$ cat src/rtl/core/mmmv_pkg.sv
// ----------------------------------------------------------------------------
// mmmv_pkg
// shared constants, codes and controller/datapath interface types for the
// min/max/mean voltage tracker
// ----------------------------------------------------------------------------
package mmmv_pkg;

  localparam int ADC_BITS     = 10;
  localparam int ADC_MAX_CODE = 1023;
  localparam int COUNT_BITS   = 16;
  localparam int KEY_BITS     = 5;
  localparam int MV_BITS      = 13;

  localparam int SUM_BITS  = ADC_BITS + COUNT_BITS;
  localparam int DIVR_BITS = ADC_BITS + COUNT_BITS;
  localparam int PROD_BITS = SUM_BITS + MV_BITS;
  // quotient never exceeds full scale, so it fits the millivolt width
  localparam int QUOT_BITS = MV_BITS;
  localparam int STEP_BITS = $clog2(QUOT_BITS);

  localparam int IN_DATA_BITS  = ((ADC_BITS + KEY_BITS + 7) / 8) * 8;
  localparam int OUT_DATA_BITS = ((4 * MV_BITS + 7) / 8) * 8;

  localparam logic [MV_BITS-1:0] FULL_SCALE_RESET = MV_BITS'(5000);

  localparam logic [KEY_BITS-1:0] KEY_RELEASE = KEY_BITS'(14);
  localparam logic [KEY_BITS-1:0] KEY_CLEAR   = KEY_BITS'(15);
  localparam logic [KEY_BITS-1:0] KEY_HOLD    = KEY_BITS'(16);

  // conversion slots, one per result field
  localparam logic [1:0] OP_INSTANT = 2'd0;
  localparam logic [1:0] OP_AVERAGE = 2'd1;
  localparam logic [1:0] OP_MAXIMUM = 2'd2;
  localparam logic [1:0] OP_MINIMUM = 2'd3;

  typedef struct packed {
    logic       load_in;
    logic       mul_load;
    logic       div_step;
    logic       store_q;
    logic       out_load;
    logic [1:0] op;
  } cmd_t;

  typedef struct packed {
    logic out_free;
  } status_t;

endpackage

$ cat src/rtl/core/mmmv_ctrl.sv
// ----------------------------------------------------------------------------
// mmmv_ctrl
// sequencer: for each sample runs four multiply/divide conversions through
// the shared datapath, then hands the result to the output register
// ----------------------------------------------------------------------------
module mmmv_ctrl (
  input  logic             clk,
  input  logic             rst,
  input  logic             s_tvalid,
  output logic             s_tready,
  input  mmmv_pkg::status_t status,
  output mmmv_pkg::cmd_t    cmd
);
  import mmmv_pkg::*;

  localparam logic [2:0] ST_IDLE  = 3'd0;
  localparam logic [2:0] ST_MUL   = 3'd1;
  localparam logic [2:0] ST_DIV   = 3'd2;
  localparam logic [2:0] ST_STORE = 3'd3;
  localparam logic [2:0] ST_DONE  = 3'd4;

  logic [2:0]           state, state_next;
  logic [1:0]           op, op_next;
  logic [STEP_BITS-1:0] step, step_next;

  always_ff @(posedge clk) begin
    if (rst) begin
      state <= ST_IDLE;
      op    <= OP_INSTANT;
      step  <= '0;
    end else begin
      state <= state_next;
      op    <= op_next;
      step  <= step_next;
    end
  end

  always_comb begin
    state_next   = state;
    op_next      = op;
    step_next    = step;
    s_tready     = 1'b0;
    cmd          = '0;
    cmd.op       = op;
    unique case (state)
      ST_IDLE: begin
        s_tready = 1'b1;
        if (s_tvalid) begin
          cmd.load_in = 1'b1;
          op_next     = OP_INSTANT;
          state_next  = ST_MUL;
        end
      end
      ST_MUL: begin
        cmd.mul_load = 1'b1;
        step_next    = STEP_BITS'(QUOT_BITS - 1);
        state_next   = ST_DIV;
      end
      ST_DIV: begin
        cmd.div_step = 1'b1;
        step_next    = step - 1'b1;
        if (step == '0) begin
          state_next = ST_STORE;
        end
      end
      ST_STORE: begin
        cmd.store_q = 1'b1;
        if (op == OP_MINIMUM) begin
          state_next = ST_DONE;
        end else begin
          op_next    = op + 1'b1;
          state_next = ST_MUL;
        end
      end
      ST_DONE: begin
        if (status.out_free) begin
          cmd.out_load = 1'b1;
          state_next   = ST_IDLE;
        end
      end
      default: begin
        state_next = ST_IDLE;
      end
    endcase
  end

endmodule

$ cat src/rtl/core/mmmv_datapath.sv
// ----------------------------------------------------------------------------
// mmmv_datapath
// running statistics, full-scale register, shared multiplier and restoring
// divider, conversion results and the output register
// ----------------------------------------------------------------------------
module mmmv_datapath (
  input  logic                                    clk,
  input  logic                                    rst,
  input  logic                                    cfg_we,
  input  logic [mmmv_pkg::MV_BITS-1:0]            cfg_wdata,
  input  logic [mmmv_pkg::IN_DATA_BITS-1:0]       s_tdata,
  output logic                                    m_tvalid,
  input  logic                                    m_tready,
  output logic [mmmv_pkg::OUT_DATA_BITS-1:0]      m_tdata,
  output logic                                    m_tuser,
  input  mmmv_pkg::cmd_t                          cmd,
  output mmmv_pkg::status_t                       status
);
  import mmmv_pkg::*;

  localparam logic [COUNT_BITS-1:0] COUNT_FULL = '1;

  logic [MV_BITS-1:0]    full_scale;
  logic [SUM_BITS-1:0]   sum, sum_next;
  logic [COUNT_BITS-1:0] count, count_next;
  logic [ADC_BITS-1:0]   largest, largest_next;
  logic [ADC_BITS-1:0]   smallest, smallest_next;
  logic                  hold, hold_next;

  logic [ADC_BITS-1:0]   sample;
  logic                  shown;
  logic [ADC_BITS-1:0]   in_sample;
  logic [KEY_BITS-1:0]   in_key;

  logic [PROD_BITS-1:0]  rem;
  logic [PROD_BITS-1:0]  dsh;
  logic [QUOT_BITS-1:0]  quot;
  logic [SUM_BITS-1:0]   mul_a;
  logic [DIVR_BITS-1:0]  divisor;
  logic                  fits;
  logic [MV_BITS-1:0]    res [4];

  assign in_sample = s_tdata[ADC_BITS-1:0];
  assign in_key    = s_tdata[ADC_BITS+KEY_BITS-1:ADC_BITS];

  assign status.out_free = !m_tvalid || m_tready;

  always_ff @(posedge clk) begin
    if (rst) begin
      full_scale <= FULL_SCALE_RESET;
    end else if (cfg_we) begin
      full_scale <= cfg_wdata;
    end
  end

  // clear first, then accumulate unless in hold; hold key acts afterwards
  always_comb begin
    sum_next      = sum;
    count_next    = count;
    largest_next  = largest;
    smallest_next = smallest;
    hold_next     = hold;
    if (in_key == KEY_CLEAR) begin
      sum_next      = '0;
      count_next    = '0;
      largest_next  = '0;
      smallest_next = ADC_BITS'(ADC_MAX_CODE);
    end
    if (!hold) begin
      if (count_next != COUNT_FULL) begin
        sum_next   = sum_next + SUM_BITS'(in_sample);
        count_next = count_next + 1'b1;
      end
      if (in_sample > largest_next) begin
        largest_next = in_sample;
      end
      if (in_sample < smallest_next) begin
        smallest_next = in_sample;
      end
    end
    if (in_key == KEY_HOLD) begin
      hold_next = 1'b1;
    end else if (in_key == KEY_RELEASE) begin
      hold_next = 1'b0;
    end
  end

  always_ff @(posedge clk) begin
    if (rst) begin
      sum      <= '0;
      count    <= '0;
      largest  <= '0;
      smallest <= ADC_BITS'(ADC_MAX_CODE);
      hold     <= 1'b0;
    end else if (cmd.load_in) begin
      sum      <= sum_next;
      count    <= count_next;
      largest  <= largest_next;
      smallest <= smallest_next;
      hold     <= hold_next;
    end
  end

  always_ff @(posedge clk) begin
    if (cmd.load_in) begin
      sample <= in_sample;
      shown  <= !hold;
    end
  end

  // operand and divisor for the current conversion slot
  always_comb begin
    unique case (cmd.op)
      OP_INSTANT: mul_a = SUM_BITS'(sample);
      OP_AVERAGE: mul_a = sum;
      OP_MAXIMUM: mul_a = SUM_BITS'(largest);
      OP_MINIMUM: mul_a = SUM_BITS'(smallest);
      default:    mul_a = '0;
    endcase
    if (cmd.op == OP_AVERAGE) begin
      divisor = DIVR_BITS'(count) * DIVR_BITS'(ADC_MAX_CODE);
    end else begin
      divisor = DIVR_BITS'(ADC_MAX_CODE);
    end
  end

  assign fits = rem >= dsh;

  // restoring division, one quotient bit per step, msb first
  always_ff @(posedge clk) begin
    if (cmd.mul_load) begin
      rem  <= PROD_BITS'(mul_a) * PROD_BITS'(full_scale);
      dsh  <= PROD_BITS'(divisor) << (QUOT_BITS - 1);
      quot <= '0;
    end else if (cmd.div_step) begin
      if (fits) begin
        rem <= rem - dsh;
      end
      dsh  <= dsh >> 1;
      quot <= {quot[QUOT_BITS-2:0], fits};
    end
  end

  always_ff @(posedge clk) begin
    if (cmd.store_q) begin
      if (cmd.op == OP_AVERAGE && count == '0) begin
        res[cmd.op] <= '0;
      end else begin
        res[cmd.op] <= quot;
      end
    end
  end

  always_ff @(posedge clk) begin
    if (rst) begin
      m_tvalid <= 1'b0;
    end else if (cmd.out_load) begin
      m_tvalid <= 1'b1;
    end else if (m_tready) begin
      m_tvalid <= 1'b0;
    end
  end

  always_ff @(posedge clk) begin
    if (cmd.out_load) begin
      m_tuser <= shown;
      m_tdata <= OUT_DATA_BITS'({
        shown ? res[OP_MINIMUM] : MV_BITS'(0),
        shown ? res[OP_MAXIMUM] : MV_BITS'(0),
        shown ? res[OP_AVERAGE] : MV_BITS'(0),
        res[OP_INSTANT]});
    end
  end

endmodule

$ cat src/rtl/core/min_max_mean_voltage_tracker.sv
// ----------------------------------------------------------------------------
// min_max_mean_voltage_tracker
// running min / max / mean voltmeter over a stream of ADC samples
// ----------------------------------------------------------------------------
// usage:
//   s_* carries one transfer per ADC period: the sample and the key code.
//   m_* returns one transfer per sample: instant, average, maximum and
//   minimum in millivolts; m_tuser is high when the statistics are shown,
//   low in hold, where average, maximum and minimum read as zero.
//   cfg_we / cfg_wdata write the full-scale millivolt value; write it only
//   while no sample is in flight.
// flow:
//   a sample runs four conversions from input transfer to output valid,
//   each through one shared multiplier and a 13-step restoring divider,
//   then the result is presented. s_tready is high only in the idle state,
//   so a new sample is accepted only after the previous result has been
//   loaded into the output register.
// reset and stalls:
//   rst clears the statistics, leaves hold and sets full scale to 5000 mV.
//   a finished result waits in the output register; the next sample is
//   accepted and converted meanwhile, and waits only at the very end if the
//   previous result has not been taken yet.
// ----------------------------------------------------------------------------
module min_max_mean_voltage_tracker (
  input  logic                               clk,
  input  logic                               rst,
  input  logic                               cfg_we,
  input  logic [mmmv_pkg::MV_BITS-1:0]       cfg_wdata,
  input  logic                               s_tvalid,
  output logic                               s_tready,
  // sample[9:0], key_code[14:10], zero pad
  input  logic [mmmv_pkg::IN_DATA_BITS-1:0]  s_tdata,
  output logic                               m_tvalid,
  input  logic                               m_tready,
  // instant_mv[12:0], average_mv[25:13], maximum_mv[38:26],
  // minimum_mv[51:39], zero pad
  output logic [mmmv_pkg::OUT_DATA_BITS-1:0] m_tdata,
  // stats_shown[0]
  output logic                               m_tuser
);
  import mmmv_pkg::*;

  cmd_t    cmd;
  status_t status;

  mmmv_ctrl u_ctrl (
    .clk      (clk),
    .rst      (rst),
    .s_tvalid (s_tvalid),
    .s_tready (s_tready),
    .status   (status),
    .cmd      (cmd)
  );

  mmmv_datapath u_datapath (
    .clk       (clk),
    .rst       (rst),
    .cfg_we    (cfg_we),
    .cfg_wdata (cfg_wdata),
    .s_tdata   (s_tdata),
    .m_tvalid  (m_tvalid),
    .m_tready  (m_tready),
    .m_tdata   (m_tdata),
    .m_tuser   (m_tuser),
    .cmd       (cmd),
    .status    (status)
  );

endmodule

$ cat config.mk
export PLATFORM = sky130hd
export DESIGN_NAME = min_max_mean_voltage_tracker
export DESIGN_NICKNAME = d
export VERILOG_FILES = /design/src/rtl/core/mmmv_pkg.sv /design/src/rtl/core/mmmv_ctrl.sv /design/src/rtl/core/mmmv_datapath.sv /design/src/rtl/core/min_max_mean_voltage_tracker.sv
export SDC_FILE = /design/constraint.sdc
export NUM_CORES = 2
export LEC_CHECK = 0
export BUFFER_PORTS_ARGS = -buffer_cell sky130_fd_sc_hd__buf_2
export CAP_MARGIN = 0
export CORE_UTILIZATION = 40
export DETAILED_ROUTE_END_ITERATION = 10
export PLACE_DENSITY = 0.64
export RECOVER_POWER = 50
export SYNTH_ARGS = -nofsm -noshare
export SYNTH_HDL_FRONTEND = slang
export SYNTH_SLANG_ARGS = --single-unit
$ cat constraint.sdc
create_clock -name clk -period 7.3 [get_ports clk]
set_input_delay 1.095 -clock clk [delete_from_list [all_inputs] [get_ports clk]]
set_output_delay 1.095 -clock clk [all_outputs]
set_load 0.01 [all_outputs]
==> tab_implementation.tex <==
\begin{tabular}{lr}
\hline
Metric & Value \\
\hline
\multicolumn{2}{l}{\textbf{Clock network}} \\
Clock buffer count from CTS & 35 \\
Maximum root-to-sink buffer count & 3 \\
Clock-pin transition on the worst setup and hold timing paths & 0.06 ns \\
Clock root buffer master & sky130\_fd\_sc\_hd\_\_clkbuf\_16 \\
H-tree Lvls & 2 \\
Sinks on the clock net & $\sim$300 \\
Cts hold-fix bufs & 0 \\
Worst-skew pair later-pin latency & around 0.56 ns \\
Clock tree from TritonCTS & done \\
\multicolumn{2}{l}{\textbf{Detailed routing}} \\
Routed wire per std cell & around 17 um \\
Total iterations of the first detailed-routing run & 8 \\
Final WL & 69700 um \\
Detailed router's first-iteration violation count & between 1000 and 1500 \\
Total DRC errors in the routed layout & 0 \\
Detail-routed via count per cell & around 5.1 \\
Remaining antenna violation count & 0 \\
Total number of vias & between 20000 and 25000 \\
\multicolumn{2}{l}{\textbf{Power and ir drop}} \\
Leak pwr & between 10 and 15 nW \\
Areal power density over the cells & 271 mW/mm\^{}2 \\
Max rail drop VDD & around 0.27 mV \\
\multicolumn{2}{l}{\textbf{Finish}} \\
Growth of design area from synthesis to finish & 12.9\% \\
Layout cells sized above 1 & 11.1\% \\
Seq. cell area & approximately 0.0077 sq mm \\
Combined area of the multi-input logic cells & 0.0187 sq mm \\
Diodes inserted & 0 \\
Fill cell instance count of the final layout & 6663 \\
Number of nets in the layout & between 3000 and 4000 \\
Fraction of the core area covered by cells at the end of the flow & 45.8\% \\
\multicolumn{2}{l}{\textbf{Floorplanning}} \\
Die outline height & 269 um \\
Boundary pin count & 93 \\
Total Die Area & just over 0.07 sq mm \\
Width of the chip & roughly 270 um \\
Effective utilization at floorplan & roughly two fifths \\
Total number of placement rows & slightly below 100 \\
Core Region & 0.0703 sq mm \\
\multicolumn{2}{l}{\textbf{Timing}} \\
Clk\_skew & between 0.02 and 0.025 ns \\
Worst slew margin relative to its limit & -105\% \\
Final-layout worst hold slack & just over 0.4 ns \\
Hold violation total from the final report & 0 \\
Unrepaired setup endpoints after global routing & yes \\
Max-slew violations & 105 \\
Min Clock Period, post-route & approximately 7.1 ns \\
Maximum achievable frequency & between 0.1 and 0.15 GHz \\
Setup TNS & 0 ns \\
Final setup violating endpoints & 0 \\
Transition time at the pin with the least slew margin & between 3 and 4 ns \\
Post-route fraction of the period consumed by the critical path & a little over nine tenths \\
\multicolumn{2}{l}{\textbf{Worst setup path}} \\
Critical path startpoint category & flip-flop \\
Critical R2R Launch & u\_ctrl.op[1] \\
Crit. Startpoint & u\_ctrl.op[1] \\
Critical path type & flip-flop to flip-flop \\
Required time of the worst setup path & between 7 and 8 ns \\
Top fanout value on the critical path & 13 \\
Depth of the worst register-to-register path & 27 \\
Kind of capture point of the worst setup path & flip-flop \\
Arrival time at the worst endpoint & between 7 and 8 ns \\
\multicolumn{2}{l}{\textbf{Flow run}} \\
Max-capacitance violation count & 2 \\
\multicolumn{2}{l}{\textbf{GRT}} \\
Number of antenna violations at the first check in global routing & 1 \\
Maximum number of pins on one net before global-route repair & 64 \\
Global route overflow & 0 \\
Overall Global Routing Usage & 19.5\% \\
First-pass GRT wire length & approximately 110000 um \\
Via count of the first global-routing pass & roughly 21000 \\
\multicolumn{2}{l}{\textbf{Synth}} \\
Register bit total from synthesis & 292 \\
Count of yosys warnings during synthesis & 0 \\
Proportion of register bits with asynchronous set or reset after synthesis & 0\% \\
Number of instances in the synthesized netlist & 2979 \\
Part of the Yosys area used for sequential elements & around 27\% \\
Synthesized cell area & $\sim$0.028 sq mm \\
Most common flop cell mapped by yosys & sky130\_fd\_sc\_hd\_\_edfxtp\_1 \\
Synthesized area per cell & roughly 9.6 sq um \\
Number of unique standard cell types used by synthesis & slightly below 90 \\
Number of enable flip-flop cells after synthesis & between 150 and 200 \\
\multicolumn{2}{l}{\textbf{Outcome}} \\
Outcome & finished, violations left \\
Violations in the final reports & max-capacitance violations, max-slew violations \\
\multicolumn{2}{l}{\textbf{Hold path}} \\
Worst hold path depth & 0 \\
Class of the tightest hold or removal check & flip-flop to flip-flop \\
Hold Crit Start & u\_datapath.res[0][7] \\
\multicolumn{2}{l}{\textbf{Place}} \\
Total half-perimeter wirelength after legalization and detailed placement & about 55000 um \\
Placer Congestion & around 0.91 \\
Port Buffers & between 80 and 90 \\
\hline
\end{tabular}
## final timing paths
kind	to	slack, ns
worst max-delay path	u_datapath.rem[34]	0.23
worst min-delay path	u_datapath.m_tdata[7]	0.41
worst max register to register	u_datapath.rem[34]	0.23
worst min register to register	u_datapath.m_tdata[7]	0.41
## metrics by stage
step	cell area, sq um	cells	power (mW)	setup WS [ns]
3_5_place_dp	30900	4033	6.93	-0.168
6_report	32200	4098	8.71	0.234
5_1_grt	32200	4098	9.42	-0.0239
3_3_place_gp	30900	4033	6.90	-0.114
2_1_floorplan	28500	2982	5.47	0.289
4_1_cts	32100	4096	8.72	0.0243
## placed cells by master, fill, tap and decap left out, types with 7 or more instances in the layout
| cell type | count |
|---|---|
| sky130_fd_sc_hd__o211ai_1 | 14 |
| sky130_fd_sc_hd__o22a_1 | 11 |
| sky130_fd_sc_hd__o21a_1 | 12 |
| sky130_fd_sc_hd__o21ai_0 | 71 |
| sky130_fd_sc_hd__inv_1 | 465 |
| sky130_fd_sc_hd__and3_1 | 75 |
| sky130_fd_sc_hd__buf_2 | 77 |
| sky130_fd_sc_hd__mux2i_1 | 23 |
| sky130_fd_sc_hd__a21o_1 | 53 |
| sky130_fd_sc_hd__clkbuf_1 | 21 |
| sky130_fd_sc_hd__nand2_1 | 353 |
| sky130_fd_sc_hd__clkbuf_16 | 35 |
| sky130_fd_sc_hd__or3_1 | 10 |
| sky130_fd_sc_hd__nand2b_1 | 12 |
| sky130_fd_sc_hd__nor2_1 | 156 |
| sky130_fd_sc_hd__dfxtp_1 | 109 |
| sky130_fd_sc_hd__xnor2_1 | 68 |
| sky130_fd_sc_hd__nor2b_1 | 20 |
| sky130_fd_sc_hd__ha_1 | 217 |
| sky130_fd_sc_hd__o31ai_1 | 8 |
| sky130_fd_sc_hd__and2_0 | 17 |
| sky130_fd_sc_hd__a21oi_1 | 121 |
| sky130_fd_sc_hd__o21bai_1 | 16 |
| sky130_fd_sc_hd__nand3_1 | 34 |
| sky130_fd_sc_hd__edfxtp_1 | 181 |
| sky130_fd_sc_hd__o22ai_1 | 31 |
| sky130_fd_sc_hd__and2_1 | 131 |
| sky130_fd_sc_hd__a211oi_1 | 18 |
| sky130_fd_sc_hd__a22o_1 | 24 |
| sky130_fd_sc_hd__xor2_1 | 44 |
| sky130_fd_sc_hd__a211o_1 | 9 |
| sky130_fd_sc_hd__nor3_1 | 24 |
| sky130_fd_sc_hd__buf_12 | 7 |
| sky130_fd_sc_hd__a31oi_1 | 13 |
| sky130_fd_sc_hd__fa_1 | 348 |
| sky130_fd_sc_hd__a222oi_1 | 10 |
| sky130_fd_sc_hd__nand4_1 | 25 |
| sky130_fd_sc_hd__buf_4 | 155 |
## worst max-delay path: stages, from the launching register on
cell,delay (ns)
sky130_fd_sc_hd__dfxtp_4,0.38
sky130_fd_sc_hd__inv_4,0.05
sky130_fd_sc_hd__ha_4,0.19
sky130_fd_sc_hd__buf_4,0.14
sky130_fd_sc_hd__a222oi_1,0.36
sky130_fd_sc_hd__mux2i_1,0.15
sky130_fd_sc_hd__buf_4,0.23
sky130_fd_sc_hd__and2_1,0.20
sky130_fd_sc_hd__fa_1,0.53
sky130_fd_sc_hd__inv_1,0.05
sky130_fd_sc_hd__fa_1,0.47
sky130_fd_sc_hd__inv_1,0.05
sky130_fd_sc_hd__fa_1,0.46
sky130_fd_sc_hd__fa_1,0.55
sky130_fd_sc_hd__inv_1,0.05
sky130_fd_sc_hd__fa_1,0.47
sky130_fd_sc_hd__inv_1,0.04
sky130_fd_sc_hd__ha_2,0.31
sky130_fd_sc_hd__o21a_1,0.12
sky130_fd_sc_hd__nor2_1,0.05
sky130_fd_sc_hd__or4_4,0.45
sky130_fd_sc_hd__a2111oi_4,0.36
sky130_fd_sc_hd__o21ai_2,0.12
sky130_fd_sc_hd__o21ai_1,0.18
sky130_fd_sc_hd__o221ai_2,0.16
sky130_fd_sc_hd__xor2_2,0.20
sky130_fd_sc_hd__nor2_1,0.08
sky130_fd_sc_hd__or3_1,0.37
## synth_stat cells, drive strengths merged (4+ instances only)
master	n	area, sq um
a21oi	123	619
and4	6	52.6
a21boi	6	48.8
o21a	12	90.1
nand4	25	156
fa	348	6970
nand3	34	170
mux2i	23	230
xnor2	68	596
edfxtp	181	5440
a222oi	10	100
a211oi	19	148
nor2b	20	125
o22ai	31	194
nand2	353	1330
a31oi	14	87.6
or2	4	25.0
o21ai	78	390
a21o	53	398
nor2	157	589
nand2b	12	75.1
o21bai	16	120
o31ai	12	100
and3	75	469
or3	10	62.6
xor2	45	394
a211o	9	78.8
a41oi	4	35.0
nor3	26	141
ha	223	2790
nor4	6	50.0
a22o	24	210
o211ai	15	118
clkbuf	124	467
and2	151	945
buf	16	78.8
dfxtp	111	2220
inv	470	1760
nand3b	4	30.0
o22a	11	96.3
## where the power goes
part / switching [mW] / internal [mW]
registers: 0.119 / 2.07
logic: 2.67 / 2.11
clock network: 0.729 / 1.00
## layout make-up
| type | instances | area share, % |
|---|---|---|
| inverters | 471 | 5.51 |
| well taps | 940 | 3.66 |
| repair buffers | 253 | 5.44 |
| clock inverters | 20 | 0.669 |
| multi-input cells | 2079 | 58.1 |
| flip-flops and latches | 292 | 23.8 |
| clock buffers | 43 | 2.82 |
## registers in the layout, summed over array words and instances (netlist names)
register	flops
u_datapath.m_tdata	52
u_datapath.res	52
u_datapath.rem	39
u_datapath.dsh	38
u_datapath.sum	26
u_datapath.count	16
u_datapath.full_scale	13
u_datapath.quot	13
u_datapath.largest	10
u_datapath.sample	10
u_datapath.smallest	10
u_ctrl.step	4
u_ctrl.state	3
u_ctrl.op	2
u_datapath.hold	1
u_datapath.m_tuser	1
u_datapath.m_tvalid	1
u_datapath.shown	1
## what timing repair did
item | in CTS | in global routing
endpoints found under the setup margin | 2 | 11
resized for setup | 6 | 30
pin swaps | 4 | 19
buffers inserted | 0 | 2
gates cloned | 0 | 0
## per-layer routing
| metal | track usage [%] | vias up | wire length (um) |
|---|---|---|---|
| met4 | 4.18 | 0 | 1310 |
| met2 | 33.0 | 470 | 33700 |
| met1 | 26.5 | 10429 | 31000 |
| li1 | - | 10100 | - |
| met5 | 0 | - | 0 |
| met3 | 2.79 | 83 | 3670 |
## cells by family after synthesis
kind of cell | count (synthesis) | share of synthesized area (%)
buf+inv | 611 | 8.12
mux | 25 | 0.887
simple gates | 893 | 15.1
other cells | 1 | 0.0132
xor+xnor | 113 | 3.47
fa+ha+maj | 571 | 34.3
flops | 292 | 26.9
compound gates | 473 | 11.2
Power figures use the tool's default switching activity.
